## src/hw/rtl/mlpq_pkg.sv

```systemverilog
`default_nettype none

package mlpq_pkg;

  localparam int CAPACITY     = 64;
  localparam int NUM_LEVELS   = 8;
  localparam int PAYLOAD_BITS = 32;

  localparam int SLOT_W = $clog2(CAPACITY);
  localparam int CNT_W  = $clog2(CAPACITY + 1);
  localparam int LVL_W  = 3;
  localparam int OP_W   = 2;
  localparam int ST_W   = 2;
  localparam int DATA_W = 32;

  localparam logic [OP_W-1:0] OP_INSERT = 2'd0;
  localparam logic [OP_W-1:0] OP_POP    = 2'd1;
  localparam logic [OP_W-1:0] OP_LIFT   = 2'd2;

  localparam logic [ST_W-1:0] ST_OK       = 2'd0;
  localparam logic [ST_W-1:0] ST_EMPTY    = 2'd1;
  localparam logic [ST_W-1:0] ST_FULL     = 2'd2;
  localparam logic [ST_W-1:0] ST_BADLEVEL = 2'd3;

  typedef logic [SLOT_W-1:0] slot_t;
  typedef logic [CNT_W-1:0]  cnt_t;
  typedef logic [LVL_W-1:0]  lvl_t;

  typedef struct packed {
    logic  ins_en;
    lvl_t  ins_lvl;
    slot_t ins_slot;
    logic  dec_en;
    lvl_t  dec_lvl;
    logic  lift_en;
    slot_t lift_tail;
    cnt_t  lift_total;
  } lvl_cmd_t;

  typedef struct packed {
    logic  hit;
    slot_t tail;
  } lvl_query_t;

  typedef struct packed {
    logic  alloc_rd;
    logic  alloc_commit;
    logic  push_en;
    slot_t push_slot;
  } fs_cmd_t;

endpackage

`default_nettype wire

```

## src/hw/rtl/multilevel_priority_queue_top.sv

```systemverilog
// Insert steps through DECODE, INS1, INS2 and INS3; pop through DECODE, POP1 and POP2; lift
// through DECODE and LIFT, one linked-list step per cycle on the next-pointer RAM, then LIFT_END.
// Rejected or empty-queue operations go from DECODE to RESP. One operation is in flight at a time;
// the next input word is taken the cycle after the result is loaded into the output register.
// Synchronous active-low reset empties the queue and marks every slot free; no clearing pass.
`default_nettype none

module multilevel_priority_queue_top (
  input  wire logic                          clk,
  input  wire logic                          rst_n,
  input  wire logic                          in_valid,
  output logic                               in_stall,
  input  wire logic [mlpq_pkg::OP_W-1:0]     in_opcode,
  input  wire logic [mlpq_pkg::LVL_W-1:0]    in_level,
  input  wire logic [mlpq_pkg::DATA_W-1:0]   in_payload,
  output logic                               out_valid,
  input  wire logic                          out_stall,
  output logic [mlpq_pkg::ST_W-1:0]          out_status,
  output logic [mlpq_pkg::DATA_W-1:0]        out_popped_payload,
  output logic [mlpq_pkg::LVL_W-1:0]         out_popped_level
);

  localparam logic [3:0] S_IDLE     = 4'd0;
  localparam logic [3:0] S_DECODE   = 4'd1;
  localparam logic [3:0] S_INS1     = 4'd2;
  localparam logic [3:0] S_INS2     = 4'd3;
  localparam logic [3:0] S_INS3     = 4'd4;
  localparam logic [3:0] S_POP1     = 4'd5;
  localparam logic [3:0] S_POP2     = 4'd6;
  localparam logic [3:0] S_LIFT     = 4'd7;
  localparam logic [3:0] S_LIFT_END = 4'd8;
  localparam logic [3:0] S_RESP     = 4'd9;

  logic [3:0]                           state_r, state_nxt;
  logic [mlpq_pkg::OP_W-1:0]            op_r;
  mlpq_pkg::lvl_t                       lvl_r;
  logic [mlpq_pkg::PAYLOAD_BITS-1:0]    pay_r;
  logic [mlpq_pkg::ST_W-1:0]            status_r, status_nxt;
  logic                                 hit_r, hit_nxt;
  mlpq_pkg::slot_t                      tail_r, tail_nxt;
  mlpq_pkg::slot_t                      slot_r, slot_nxt;
  mlpq_pkg::slot_t                      head_r, head_nxt;
  mlpq_pkg::slot_t                      cur_r, cur_nxt;
  logic                                 first_r, first_nxt;
  mlpq_pkg::cnt_t                       k_r, k_nxt;
  mlpq_pkg::cnt_t                       total_r, total_nxt;
  logic                                 out_valid_r, out_valid_nxt;
  logic [mlpq_pkg::ST_W-1:0]            out_status_r, out_status_nxt;
  logic [mlpq_pkg::DATA_W-1:0]          out_payload_r, out_payload_nxt;
  mlpq_pkg::lvl_t                       out_level_r, out_level_nxt;

  logic                                 in_take;
  logic                                 out_free;
  logic                                 out_load;
  mlpq_pkg::slot_t                      cur;

  mlpq_pkg::fs_cmd_t                    fs_cmd;
  mlpq_pkg::slot_t                      alloc_slot;
  mlpq_pkg::cnt_t                       free_count;
  mlpq_pkg::lvl_cmd_t                   lt_cmd;
  mlpq_pkg::lvl_query_t                 lt_query;

  logic                                 pay_we, pay_re;
  mlpq_pkg::slot_t                      pay_waddr, pay_raddr;
  logic [mlpq_pkg::PAYLOAD_BITS-1:0]    pay_rd;
  logic                                 lvl_we, lvl_re;
  mlpq_pkg::slot_t                      lvl_waddr, lvl_raddr;
  mlpq_pkg::lvl_t                       lvl_wdata, lvl_rd;
  logic                                 nxt_we, nxt_re;
  mlpq_pkg::slot_t                      nxt_waddr, nxt_raddr, nxt_wdata, nxt_rd;

  mlpq_free_stack u_free_stack (
    .clk       (clk),
    .rst_n     (rst_n),
    .cmd       (fs_cmd),
    .alloc_slot(alloc_slot),
    .free_count(free_count)
  );

  mlpq_level_table u_level_table (
    .clk  (clk),
    .rst_n(rst_n),
    .cmd  (lt_cmd),
    .q_lvl(lvl_r),
    .query(lt_query)
  );

  mlpq_ram #(
    .WIDTH(mlpq_pkg::PAYLOAD_BITS),
    .DEPTH(mlpq_pkg::CAPACITY)
  ) u_payload_ram (
    .clk  (clk),
    .we   (pay_we),
    .waddr(pay_waddr),
    .wdata(pay_r),
    .re   (pay_re),
    .raddr(pay_raddr),
    .rdata(pay_rd)
  );

  mlpq_ram #(
    .WIDTH(mlpq_pkg::LVL_W),
    .DEPTH(mlpq_pkg::CAPACITY)
  ) u_level_ram (
    .clk  (clk),
    .we   (lvl_we),
    .waddr(lvl_waddr),
    .wdata(lvl_wdata),
    .re   (lvl_re),
    .raddr(lvl_raddr),
    .rdata(lvl_rd)
  );

  mlpq_ram #(
    .WIDTH(mlpq_pkg::SLOT_W),
    .DEPTH(mlpq_pkg::CAPACITY)
  ) u_next_ram (
    .clk  (clk),
    .we   (nxt_we),
    .waddr(nxt_waddr),
    .wdata(nxt_wdata),
    .re   (nxt_re),
    .raddr(nxt_raddr),
    .rdata(nxt_rd)
  );

  assign in_stall           = (state_r != S_IDLE);
  assign in_take            = in_valid && !in_stall;
  assign out_free           = !out_valid_r || !out_stall;
  assign out_valid          = out_valid_r;
  assign out_status         = out_status_r;
  assign out_popped_payload = out_payload_r;
  assign out_popped_level   = out_level_r;
  assign cur                = first_r ? head_r : nxt_rd;

  always_comb begin
    state_nxt       = state_r;
    status_nxt      = status_r;
    hit_nxt         = hit_r;
    tail_nxt        = tail_r;
    slot_nxt        = slot_r;
    head_nxt        = head_r;
    cur_nxt         = cur_r;
    first_nxt       = first_r;
    k_nxt           = k_r;
    total_nxt       = total_r;
    out_load        = 1'b0;
    out_status_nxt  = out_status_r;
    out_payload_nxt = out_payload_r;
    out_level_nxt   = out_level_r;

    fs_cmd    = '0;
    lt_cmd    = '0;
    pay_we    = 1'b0;
    pay_re    = 1'b0;
    pay_waddr = alloc_slot;
    pay_raddr = head_r;
    lvl_we    = 1'b0;
    lvl_re    = 1'b0;
    lvl_waddr = alloc_slot;
    lvl_wdata = lvl_r;
    lvl_raddr = head_r;
    nxt_we    = 1'b0;
    nxt_re    = 1'b0;
    nxt_waddr = alloc_slot;
    nxt_wdata = head_r;
    nxt_raddr = head_r;

    unique case (state_r)
      S_IDLE: begin
        if (in_take) begin
          state_nxt = S_DECODE;
        end
      end
      S_DECODE: begin
        status_nxt = mlpq_pkg::ST_OK;
        unique case (op_r)
          mlpq_pkg::OP_INSERT: begin
            priority if ({1'b0, lvl_r} >= (mlpq_pkg::LVL_W + 1)'(mlpq_pkg::NUM_LEVELS)) begin
              status_nxt = mlpq_pkg::ST_BADLEVEL;
              state_nxt  = S_RESP;
            end else if (free_count == '0) begin
              status_nxt = mlpq_pkg::ST_FULL;
              state_nxt  = S_RESP;
            end else begin
              state_nxt = S_INS1;
            end
          end
          mlpq_pkg::OP_POP: begin
            if (free_count == mlpq_pkg::cnt_t'(mlpq_pkg::CAPACITY)) begin
              status_nxt = mlpq_pkg::ST_EMPTY;
              state_nxt  = S_RESP;
            end else begin
              state_nxt = S_POP1;
            end
          end
          mlpq_pkg::OP_LIFT: begin
            total_nxt = mlpq_pkg::cnt_t'(mlpq_pkg::CAPACITY - free_count);
            first_nxt = 1'b1;
            k_nxt     = '0;
            if (free_count == mlpq_pkg::cnt_t'(mlpq_pkg::CAPACITY)) begin
              state_nxt = S_RESP;
            end else begin
              state_nxt = S_LIFT;
            end
          end
          default: begin
            state_nxt = S_RESP;
          end
        endcase
      end
      S_INS1: begin
        fs_cmd.alloc_rd = 1'b1;
        nxt_re          = 1'b1;
        nxt_raddr       = lt_query.tail;
        hit_nxt         = lt_query.hit;
        tail_nxt        = lt_query.tail;
        state_nxt       = S_INS2;
      end
      S_INS2: begin
        pay_we    = 1'b1;
        lvl_we    = 1'b1;
        nxt_we    = 1'b1;
        nxt_wdata = hit_r ? nxt_rd : head_r;
        slot_nxt  = alloc_slot;
        if (!hit_r) begin
          head_nxt = alloc_slot;
        end
        state_nxt = S_INS3;
      end
      S_INS3: begin
        if (out_free) begin
          nxt_we              = hit_r;
          nxt_waddr           = tail_r;
          nxt_wdata           = slot_r;
          lt_cmd.ins_en       = 1'b1;
          lt_cmd.ins_lvl      = lvl_r;
          lt_cmd.ins_slot     = slot_r;
          fs_cmd.alloc_commit = 1'b1;
          out_load            = 1'b1;
          out_status_nxt      = mlpq_pkg::ST_OK;
          out_payload_nxt     = '0;
          out_level_nxt       = '0;
          state_nxt           = S_IDLE;
        end
      end
      S_POP1: begin
        pay_re    = 1'b1;
        lvl_re    = 1'b1;
        nxt_re    = 1'b1;
        state_nxt = S_POP2;
      end
      S_POP2: begin
        if (out_free) begin
          head_nxt         = nxt_rd;
          lt_cmd.dec_en    = 1'b1;
          lt_cmd.dec_lvl   = lvl_rd;
          fs_cmd.push_en   = 1'b1;
          fs_cmd.push_slot = head_r;
          out_load         = 1'b1;
          out_status_nxt   = mlpq_pkg::ST_OK;
          out_payload_nxt  = mlpq_pkg::DATA_W'(pay_rd);
          out_level_nxt    = lvl_rd;
          state_nxt        = S_IDLE;
        end
      end
      S_LIFT: begin
        lvl_we    = 1'b1;
        lvl_waddr = cur;
        lvl_wdata = '0;
        nxt_re    = 1'b1;
        nxt_raddr = cur;
        cur_nxt   = cur;
        first_nxt = 1'b0;
        k_nxt     = mlpq_pkg::cnt_t'(k_r + 1'b1);
        if (mlpq_pkg::cnt_t'(k_r + 1'b1) == total_r) begin
          state_nxt = S_LIFT_END;
        end
      end
      S_LIFT_END: begin
        if (out_free) begin
          lt_cmd.lift_en    = 1'b1;
          lt_cmd.lift_tail  = cur_r;
          lt_cmd.lift_total = total_r;
          out_load          = 1'b1;
          out_status_nxt    = mlpq_pkg::ST_OK;
          out_payload_nxt   = '0;
          out_level_nxt     = '0;
          state_nxt         = S_IDLE;
        end
      end
      S_RESP: begin
        if (out_free) begin
          out_load        = 1'b1;
          out_status_nxt  = status_r;
          out_payload_nxt = '0;
          out_level_nxt   = '0;
          state_nxt       = S_IDLE;
        end
      end
      default: begin
        state_nxt = S_IDLE;
      end
    endcase

    priority if (out_load) begin
      out_valid_nxt = 1'b1;
    end else if (!out_stall) begin
      out_valid_nxt = 1'b0;
    end else begin
      out_valid_nxt = out_valid_r;
    end
  end

  always_ff @(posedge clk) begin
    if (!rst_n) begin
      state_r     <= S_IDLE;
      head_r      <= '0;
      out_valid_r <= 1'b0;
    end else begin
      state_r     <= state_nxt;
      head_r      <= head_nxt;
      out_valid_r <= out_valid_nxt;
    end
  end

  always_ff @(posedge clk) begin
    if (in_take) begin
      op_r  <= in_opcode;
      lvl_r <= in_level;
      pay_r <= in_payload[mlpq_pkg::PAYLOAD_BITS-1:0];
    end
    status_r      <= status_nxt;
    hit_r         <= hit_nxt;
    tail_r        <= tail_nxt;
    slot_r        <= slot_nxt;
    cur_r         <= cur_nxt;
    first_r       <= first_nxt;
    k_r           <= k_nxt;
    total_r       <= total_nxt;
    out_status_r  <= out_status_nxt;
    out_payload_r <= out_payload_nxt;
    out_level_r   <= out_level_nxt;
  end

endmodule

`default_nettype wire

```

## src/hw/rtl/mlpq_ram.sv

```systemverilog
`default_nettype none

module mlpq_ram #(
  parameter int WIDTH = 8,
  parameter int DEPTH = 64
) (
  input  wire logic                     clk,
  input  wire logic                     we,
  input  wire logic [$clog2(DEPTH)-1:0] waddr,
  input  wire logic [WIDTH-1:0]         wdata,
  input  wire logic                     re,
  input  wire logic [$clog2(DEPTH)-1:0] raddr,
  output logic      [WIDTH-1:0]         rdata
);

  logic [WIDTH-1:0] mem [DEPTH];

  always_ff @(posedge clk) begin
    if (we) begin
      mem[waddr] <= wdata;
    end
    if (re) begin
      rdata <= mem[raddr];
    end
  end

endmodule

`default_nettype wire

```

## src/hw/rtl/mlpq_free_stack.sv

```systemverilog
`default_nettype none

module mlpq_free_stack (
  input  wire logic             clk,
  input  wire logic             rst_n,
  input  wire mlpq_pkg::fs_cmd_t cmd,
  output mlpq_pkg::slot_t       alloc_slot,
  output mlpq_pkg::cnt_t        free_count
);

  mlpq_pkg::cnt_t                     fc_r, fc_nxt;
  logic [mlpq_pkg::CAPACITY-1:0]      valid_r, valid_nxt;
  logic                               sel_r;
  mlpq_pkg::slot_t                    idx_r;
  mlpq_pkg::slot_t                    top_idx;
  mlpq_pkg::slot_t                    push_idx;
  mlpq_pkg::slot_t                    rd_data;

  assign push_idx = fc_r[mlpq_pkg::SLOT_W-1:0];
  assign top_idx  = mlpq_pkg::slot_t'(push_idx - 1'b1);

  mlpq_ram #(
    .WIDTH(mlpq_pkg::SLOT_W),
    .DEPTH(mlpq_pkg::CAPACITY)
  ) u_ram (
    .clk  (clk),
    .we   (cmd.push_en),
    .waddr(push_idx),
    .wdata(cmd.push_slot),
    .re   (cmd.alloc_rd),
    .raddr(top_idx),
    .rdata(rd_data)
  );

  // A stack entry never written reads as its own index.
  assign alloc_slot = sel_r ? rd_data : idx_r;
  assign free_count = fc_r;

  always_comb begin
    fc_nxt    = fc_r;
    valid_nxt = valid_r;
    priority if (cmd.push_en) begin
      fc_nxt              = mlpq_pkg::cnt_t'(fc_r + 1'b1);
      valid_nxt[push_idx] = 1'b1;
    end else if (cmd.alloc_commit) begin
      fc_nxt = mlpq_pkg::cnt_t'(fc_r - 1'b1);
    end else begin
      fc_nxt = fc_r;
    end
  end

  always_ff @(posedge clk) begin
    if (!rst_n) begin
      fc_r    <= mlpq_pkg::cnt_t'(mlpq_pkg::CAPACITY);
      valid_r <= '0;
    end else begin
      fc_r    <= fc_nxt;
      valid_r <= valid_nxt;
    end
  end

  always_ff @(posedge clk) begin
    if (cmd.alloc_rd) begin
      sel_r <= valid_r[top_idx];
      idx_r <= top_idx;
    end
  end

endmodule

`default_nettype wire

```

## src/hw/rtl/mlpq_level_table.sv

```systemverilog
`default_nettype none

module mlpq_level_table (
  input  wire logic               clk,
  input  wire logic               rst_n,
  input  wire mlpq_pkg::lvl_cmd_t cmd,
  input  wire mlpq_pkg::lvl_t     q_lvl,
  output mlpq_pkg::lvl_query_t    query
);

  mlpq_pkg::cnt_t  count_r [mlpq_pkg::NUM_LEVELS];
  mlpq_pkg::cnt_t  count_nxt [mlpq_pkg::NUM_LEVELS];
  mlpq_pkg::slot_t tail_r [mlpq_pkg::NUM_LEVELS];
  mlpq_pkg::slot_t tail_nxt [mlpq_pkg::NUM_LEVELS];

  // The insert point is the tail of the lowest-priority nonempty level at or above q_lvl.
  always_comb begin
    query.hit  = 1'b0;
    query.tail = '0;
    for (int i = 0; i < mlpq_pkg::NUM_LEVELS; i++) begin
      if ((mlpq_pkg::lvl_t'(i) <= q_lvl) && (count_r[i] != '0)) begin
        query.hit  = 1'b1;
        query.tail = tail_r[i];
      end
    end
  end

  always_comb begin
    count_nxt = count_r;
    tail_nxt  = tail_r;
    priority if (cmd.lift_en) begin
      for (int i = 0; i < mlpq_pkg::NUM_LEVELS; i++) begin
        count_nxt[i] = '0;
        tail_nxt[i]  = '0;
      end
      count_nxt[0] = cmd.lift_total;
      tail_nxt[0]  = cmd.lift_tail;
    end else if (cmd.ins_en) begin
      count_nxt[cmd.ins_lvl] = mlpq_pkg::cnt_t'(count_r[cmd.ins_lvl] + 1'b1);
      tail_nxt[cmd.ins_lvl]  = cmd.ins_slot;
    end else if (cmd.dec_en && (count_r[cmd.dec_lvl] != '0)) begin
      count_nxt[cmd.dec_lvl] = mlpq_pkg::cnt_t'(count_r[cmd.dec_lvl] - 1'b1);
    end else begin
      count_nxt = count_r;
    end
  end

  always_ff @(posedge clk) begin
    if (!rst_n) begin
      for (int i = 0; i < mlpq_pkg::NUM_LEVELS; i++) begin
        count_r[i] <= '0;
        tail_r[i]  <= '0;
      end
    end else begin
      count_r <= count_nxt;
      tail_r  <= tail_nxt;
    end
  end

endmodule

`default_nettype wire

```

## config.mk

```make
export PLATFORM = sky130hd
export DESIGN_NAME = multilevel_priority_queue_top
export DESIGN_NICKNAME = d
export VERILOG_FILES = /design/src/hw/rtl/mlpq_pkg.sv /design/src/hw/rtl/multilevel_priority_queue_top.sv /design/src/hw/rtl/mlpq_ram.sv /design/src/hw/rtl/mlpq_free_stack.sv /design/src/hw/rtl/mlpq_level_table.sv
export SDC_FILE = /design/constraint.sdc
export NUM_CORES = 2
export LEC_CHECK = 0
export ABC_AREA = 1
export BUFFER_PORTS_ARGS = -buffer_cell sky130_fd_sc_hd__buf_4
export CORE_MARGIN = 2
export CORE_UTILIZATION = 35
export CTS_BUF_LIST = sky130_fd_sc_hd__clkbuf_8
export CTS_CLUSTER_SIZE = 16
export DETAILED_ROUTE_END_ITERATION = 10
export SLEW_MARGIN = 0
export SYNTH_ARGS = -nofsm -noshare
export SYNTH_HDL_FRONTEND = slang
export SYNTH_SLANG_ARGS = --single-unit
```

## constraint.sdc

```tcl
create_clock -name clk -period 10.2 [get_ports clk]
set_input_delay 1.02 -clock clk [delete_from_list [all_inputs] [get_ports clk]]
set_output_delay 1.02 -clock clk [all_outputs]
set_load 0.03 [all_outputs]
```

# Word level (Yosys, flattened, before mapping)
# Memory sizes are Yosys's and may differ from the RTL's. A register that Yosys moved wholly into a read port is not among the register bits.
# Index checks and enable logic that the tools add are counted.
totals:
  register_bits: 303
  latchBits: 0
  mem_bits_rw: 3008
  romBits: 0
  input_bits: 41
  output_inout_bits: 39
  memories: 4
mem_list:
  columns: ["name", "depth", "width", "rd", "rd_ports_with_merged_regs", "wr", "line_no", "source"]
  rows:
  - ["u_payload_ram.mem", 64, 32, 1, 1, 1, "mlpq_ram.sv:16", "logic [WIDTH-1:0] mem [DEPTH];"]
  - ["u_free_stack.u_ram.mem", 64, 6, 1, 1, 1, "mlpq_ram.sv:16", null]
  - ["u_next_ram.mem", 64, 6, 1, 1, 1, "mlpq_ram.sv:16", null]
  - ["u_level_ram.mem", 64, 3, 1, 1, 1, "mlpq_ram.sv:16", null]
classes:
  n_addsub: 7
  mul: 0
  div: 0
  magnitude_cmp: 15
  n_eq_ne: 23
  shift: 0
  mux: 99
  bitwise: 4
  n_reduce_logical: 51
ops:
  columns: ["op", "count"]
  rows:
  - ["$mux W56", 3]
  - ["$bwmux W56", 2]
  - ["$mux W6", 17]
  - ["$mux W48", 2]
  - ["$mux W7", 12]
  - ["$mux W32", 2]
  - ["$or A64 B64 Y64", 1]
  - ["$pmux W32 S2", 1]
  - ["$reduce_bool A7 Y1", 9]
  - ["$bwmux W48", 1]
  - ["$bmux W7 S3", 2]
  - ["$demux W7 S3", 2]
  - ["$pmux W6 S2", 3]
  - ["$mux W4", 8]
  - ["$mux W14", 2]
  - ["$pmux W4 S7", 1]
  - ["$mux W1", 23]
  - ["$add A7 B1 Y7 const B", 3]
  - ["$mux W10", 2]
  - ["$demux W6 S3", 1]
  - ["$eq A4 B3 Y1 const B", 4]
  - ["$lt A6 B7 Y1 const B", 2]
  - ["$pmux W7 S2", 1]
  - ["$reduce_bool A2 Y1", 7]
  - ["42 further kinds", 88]

# Logic depth before layout (Yosys ltp)
logic_depth:
  depth_word: 13
  mapped_depth: 23
  mapped_depth_nobuf: 23

# Modules after synthesis
# From an unflattened synthesis, not the netlist that was laid out.
unflattened:
  hier_cells: 12392
  area_unflattened_um2: 139127.2
by_module_without_submodules:
  columns: ["mod", "instances", "cells_per_inst", "area_per_inst_um2", "seq_area_each_um2"]
  rows:
  - ["mlpq_ram (u_payload_ram)", 1, 6769, 83058.4, 62459.9]
  - ["mlpq_ram (u_free_stack.u_ram)", 1, 1390, 16007.9, 11711.2]
  - ["mlpq_ram (u_next_ram)", 1, 1376, 15990.3, 11711.2]
  - ["mlpq_ram (u_level_ram)", 1, 734, 8225.4, 5855.6]
  - ["mlpq_level_table", 1, 1077, 6606.3, 2082.0]
  - ["multilevel_priority_queue_top", 1, 541, 5481.5, 3523.4]
  - ["mlpq_free_stack", 1, 505, 3757.4, 1631.6]

# Worst setup path before layout
# No wires, ideal clock.
synth_timing:
  path_type: "input port to flip-flop"
  from: "in out_stall"
  to: "mem u_next_ram.mem[0][0] (netlist name) (data pin)"
  setup_ps: 702
  arrival_ps: 4265
  required_ps: 9498
  slack_ps: 5233
  path_stages: 5
  cell_sequence: "nand2_1 -> nand2_2 -> buf_1 -> nand2_1 -> o21ai_0"
synth_between:
  elab_chain_cells: 4
synth_lines:
  columns: ["item", "line_no", "source"]
  rows:
  - ["start, declared", "multilevel_priority_queue_top.sv:17", "input wire logic out_stall,"]
  - ["$logic_not A1 Y1", null, null]
  - ["$logic_or A1 B1 Y1", "multilevel_priority_queue_top.sv:129", "assign out_free = !out_valid_r || !out_stall;"]
  - ["$mux W6", "multilevel_priority_queue_top.sv:232", "if (out_free) begin"]
  - ["$pmux W6 S2", "multilevel_priority_queue_top.sv:169", "unique case (state_r)"]
  - ["named net nxt_wdata[0]", "multilevel_priority_queue_top.sv:70", "mlpq_pkg::slot_t nxt_waddr, nxt_raddr, nxt_wdata, nxt_rd;"]
  - ["end, declared", "mlpq_ram.sv:16", null]
# The timed path passes the listed nets, and every way through them passes these cells.

# Final worst setup path
layout_timing:
  from: "reg state_r[0]"
  to: "reg u_next_ram.rdata[3] (read register of u_next_ram.mem) (data pin)"
layout_between:
  elab_chain_cells: 3
  word_cells_on_any_way: 6
  classes_between: "eq/ne (3); mux (2); reduce/logical (1)"
layout_lines:
  columns: ["item", "line_no", "source"]
  rows:
  - ["start, declared", "multilevel_priority_queue_top.sv:34", "logic [3:0] state_r, state_nxt;"]
  - ["start signal, assigned", "multilevel_priority_queue_top.sv:321", "state_r <= state_nxt;"]
  - ["$eq A4 B3 Y1 / $eq A4 B2 Y1 (equally long branches)", "multilevel_priority_queue_top.sv:169", null]
  - ["$reduce_or A3 Y1 (no line)", null, null]
  - ["$mux W1", "multilevel_priority_queue_top.sv:169", null]
  - ["end, declared", "mlpq_ram.sv:13", "output logic [WIDTH-1:0] rdata"]
# Parallel ways exist; a longest one is shown, timed or not.
# A chain may end at the register's enable or synchronous reset.

==> flow_metrics.tcl <==
set metrics [dict create \
    worst_skew_pair.late_latency_ps 1210 \
    finalHoldViolCount 0 \
    path_clk_slew_ps 60 \
    vias 91600 \
    p_leak_nw 51.2 \
    avgSynthCellArea_sq_um 12.1 \
    async_flop_share 0 \
    rows 228 \
    finClkSkew_ps 77.4 \
    p_comb_frac 0.157 \
    clkSinkCount 3358 \
    cts_max_path_buffers 4 \
    synth_edf_count 3172 \
    crit_start "state_r[0]" \
    finalMaxSlewViolations 0 \
    r2r_end "u_next_ram.rdata[3]" \
    dp_hpwl_um 208000 \
    synth_top_area_frac 0.702 \
    die_w_um 627 \
    rsz0062_at_grt "no" \
    grt_max_degree 199 \
    crit_arrival_ps 6620 \
    rrSetupSlack_ps 4500 \
    yosysSeqAreaShare 0.729 \
    crit_end "u_next_ram.rdata[3]" \
    dieArea_sq_mm 0.393 \
    setup_ws_ps 4500 \
    critPathRequiredTime_ps 11120 \
    post_cts_resized 0 \
    cts-root-buf "clkbuf_8" \
    synthTopCellsByArea "edfxtp_1 70%, o21ai_0 6.8%, nor2_1 6.7%" \
    setup_tns_ps 0 \
    overflow 0 \
    placed_cells 16000 \
    yosys_warnings 0 \
    tritoncts "done" \
    power_density_mw_per_mm2 210 \
    start_util 0.352 \
    syn_inst 11200 \
    fin_crit_sh 0.559 \
    status "finished clean" \
    die_y_um 627 \
    grt_usage 0.194 \
    crit_path_max_fanout 79 \
    final_nets 11400 \
    switchingPower_mw 9.47 \
    antenna_found_initial 11 \
    place_congestion 0.883 \
    drive_gt1_frac 0.0948 \
    r2r-start "state_r[0]" \
    ant_nets 0 \
    grt_pass1_vias 87700 \
    yosysUniqueCellTypes 47 \
    drt_first_pass_iters 8 \
    pre_cts_ws_ps 4710 \
    portBuffers 79 \
    cts_made_buffers 554 \
    tightest_slew_ps 1300 \
    yosysTopAreaCell "edfxtp_1" \
    core_sq_mm 0.386 \
    max_freq_ghz 0.175 \
    final_cells 17000 \
    vias_per_cell 5.39 \
    power_frac_seq 0.504 \
    hp-start "in_payload[30]" \
    drv_cap 0 \
    grt_pass1_wl_um 578000 \
    avgRoutedWirePerCell_um 23.2 \
    ys_seq_elements 3358 \
    pwr-share-clk 0.339 \
    total_power_mw 32.0 \
    fin_crit_ps 5700 \
    path_class "reg -> reg" \
    drc 0 \
    setup_viol 0 \
    start_kind "register" \
    holdWs_ps 85.0 \
    cp-end-kind "register" \
    ir_drop_mv 0.133 \
    slew-limit-headroom 0.133 \
    ios 80 \
    first_iter_violations 10000 \
    p_sw_frac 0.296 \
    finalWirelength_um 394000 \
    area_growth_pct 12.5 \
    netlist_area_sq_mm 0.136 \
    cts_max_level 6 \
    internal_power_mw 22.6 \
    synthFlopType "edfxtp_1" \
    synthesis.nets 11300 \
    worstRegToRegCells 18 \
    hold_class "in -> reg" \
]
==> cell type report <==
type / instances / area, sq um
Multi-Input combinational cell: 6658 / 32700
Clock inverter: 380 / 1960
Inverter: 490 / 1880
Antenna cell: 10 / 25.0
Timing Repair Buffer: 326 / 2620
Tap cell: 5175 / 6470
Fill cell: 36400 / 233000
Clock buffer: 577 / 7940
Sequential cell: 3358 / 99000
==> sequential cells by signal, indices dropped and copies added, names as in the netlist, 4 cells and up <==
signal / cells
u_free_stack.valid_r: 64
out_popped_payload: 32
u_next_ram.rdata: 6
pay_r: 32
u_free_stack.idx_r: 6
u_level_ram.mem: 192
u_next_ram.mem: 384
u_level_table.count_r: 56
head_r: 6
cur_r: 6
u_payload_ram.rdata: 32
u_free_stack.free_count: 7
u_free_stack.u_ram.rdata: 6
u_payload_ram.mem: 2048
total_r: 7
u_level_table.tail_r: 48
slot_r: 6
tail_r: 6
state_r: 4
u_free_stack.u_ram.mem: 384
k_r: 7
==> layer usage <==
layer | wire length, um | vias to the layer above | GRT usage
met2 | 185000 | 4167 | 0.316
met1 | 163000 | 45400 | 0.263
li1 | - | 41300 | -
met4 | 12300 | 2 | 0.0643
met3 | 32900 | 703 | 0.0334
met5 | 8 | - | 0
==> worst max-delay path, cell delays in order (launching register included) <==
cell,delay [ps]
dfxtp_1,390
inv_1,130
nor3_4,350
inv_1,130
nor2_2,380
buf_4,310
nand2_1,130
o21ai_0,390
inv_6,320
nand2_4,460
buf_4,700
buf_4,710
nand2_1,100
nand3_1,110
nand3_1,100
nand3_1,100
nand3_1,120
nand3_1,180
nand2_1,80
==> cell families after synthesis <==
logic type	after synthesis	synth area share
AO/OA/AOI/OAI	2938	0.121
XOR/XNOR	23	0.00148
adder cells (fa/ha/maj)	15	0.00144
buffers and inverters	1230	0.0347
flip-flops	3358	0.729
AND/OR/NAND/NOR	3682	0.113
==> power groups by stage <==
| stage | Clock, mW | Combinational (mW) | Sequential, mW |
|---|---|---|---|
| global route | 11.6 | 5.43 | 16.1 |
| finish | 10.9 | 5.04 | 16.1 |
| detailed placement | 0 | 4.96 | 16.4 |
| global placement | 0 | 4.94 | 16.4 |
| CTS | 11.0 | 4.98 | 16.1 |
| floorplan | 0 | 2.52 | 16.8 |
==> cell usage in the layout (no fill, tap or decap), types with 7 or more instances in the layout <==
cell and n:
clkinvlp_4 19, nand2_4 12, nand4_1 25, o221ai_1 75, diode_2 10, buf_4 284
xor2_1 14, nand2_1 528, o21ai_0 1827, clkinv_1 106, ha_1 13, inv_8 17
clkinv_2 30, inv_2 22, nor2_1 2338, dlygate4sd3_1 35, inv_6 15, a31oi_1 14
buf_12 7, o211ai_1 63, a21oi_1 102, o32ai_1 47, nor2_4 78, edfxtp_1 3172
o21ai_1 20, clkbuf_8 577, or2_2 7, nand3_1 515, nor2_2 8, nor3_1 18
dfxtp_1 179, inv_1 645, nand3b_1 140, o22ai_1 758
==> timing repair <==
action	in CTS	in global routing
hold buffers	35	0
setup endpoints to repair	0	0
setup buffers	0	0
hold endpoints to repair	35	0
==> cell usage after synthesis (63+ instances only) <==
master	n
dfxtp_1	186
buf_2	70
o22ai_1	758
nor2_1	2414
nand3b_1	140
a21oi_1	102
nand2_1	531
edfxtp_1	3172
o21ai_0	1833
clkbuf_1	639
o211ai_1	63
inv_1	461
o221ai_1	75
nand3_1	516
==> through the flow <==
stage | area, sq um | util
2_1_floorplan | 136000 | -
3_3_place_gp | 142000 | 0.369
3_5_place_dp | 142000 | 0.369
4_1_cts | 153000 | 0.395
5_1_grt | 153000 | 0.395
6_report | 153000 | 0.395
==> worst min path at each step <==
stage | end | slack, ps | cells past startpoint
after floorplan | u_level_table.tail_r[14] | 420 | 2
after global placement | u_level_table.tail_r[19] | 440 | 2
after detailed placement | u_level_table.tail_r[15] | 440 | 2
after CTS | pay_r[22] | 1 | 1
after global routing | pay_r[22] | 30 | 1
final | pay_r[30] | 80 | 1
(Power assumes the default switching activity.)
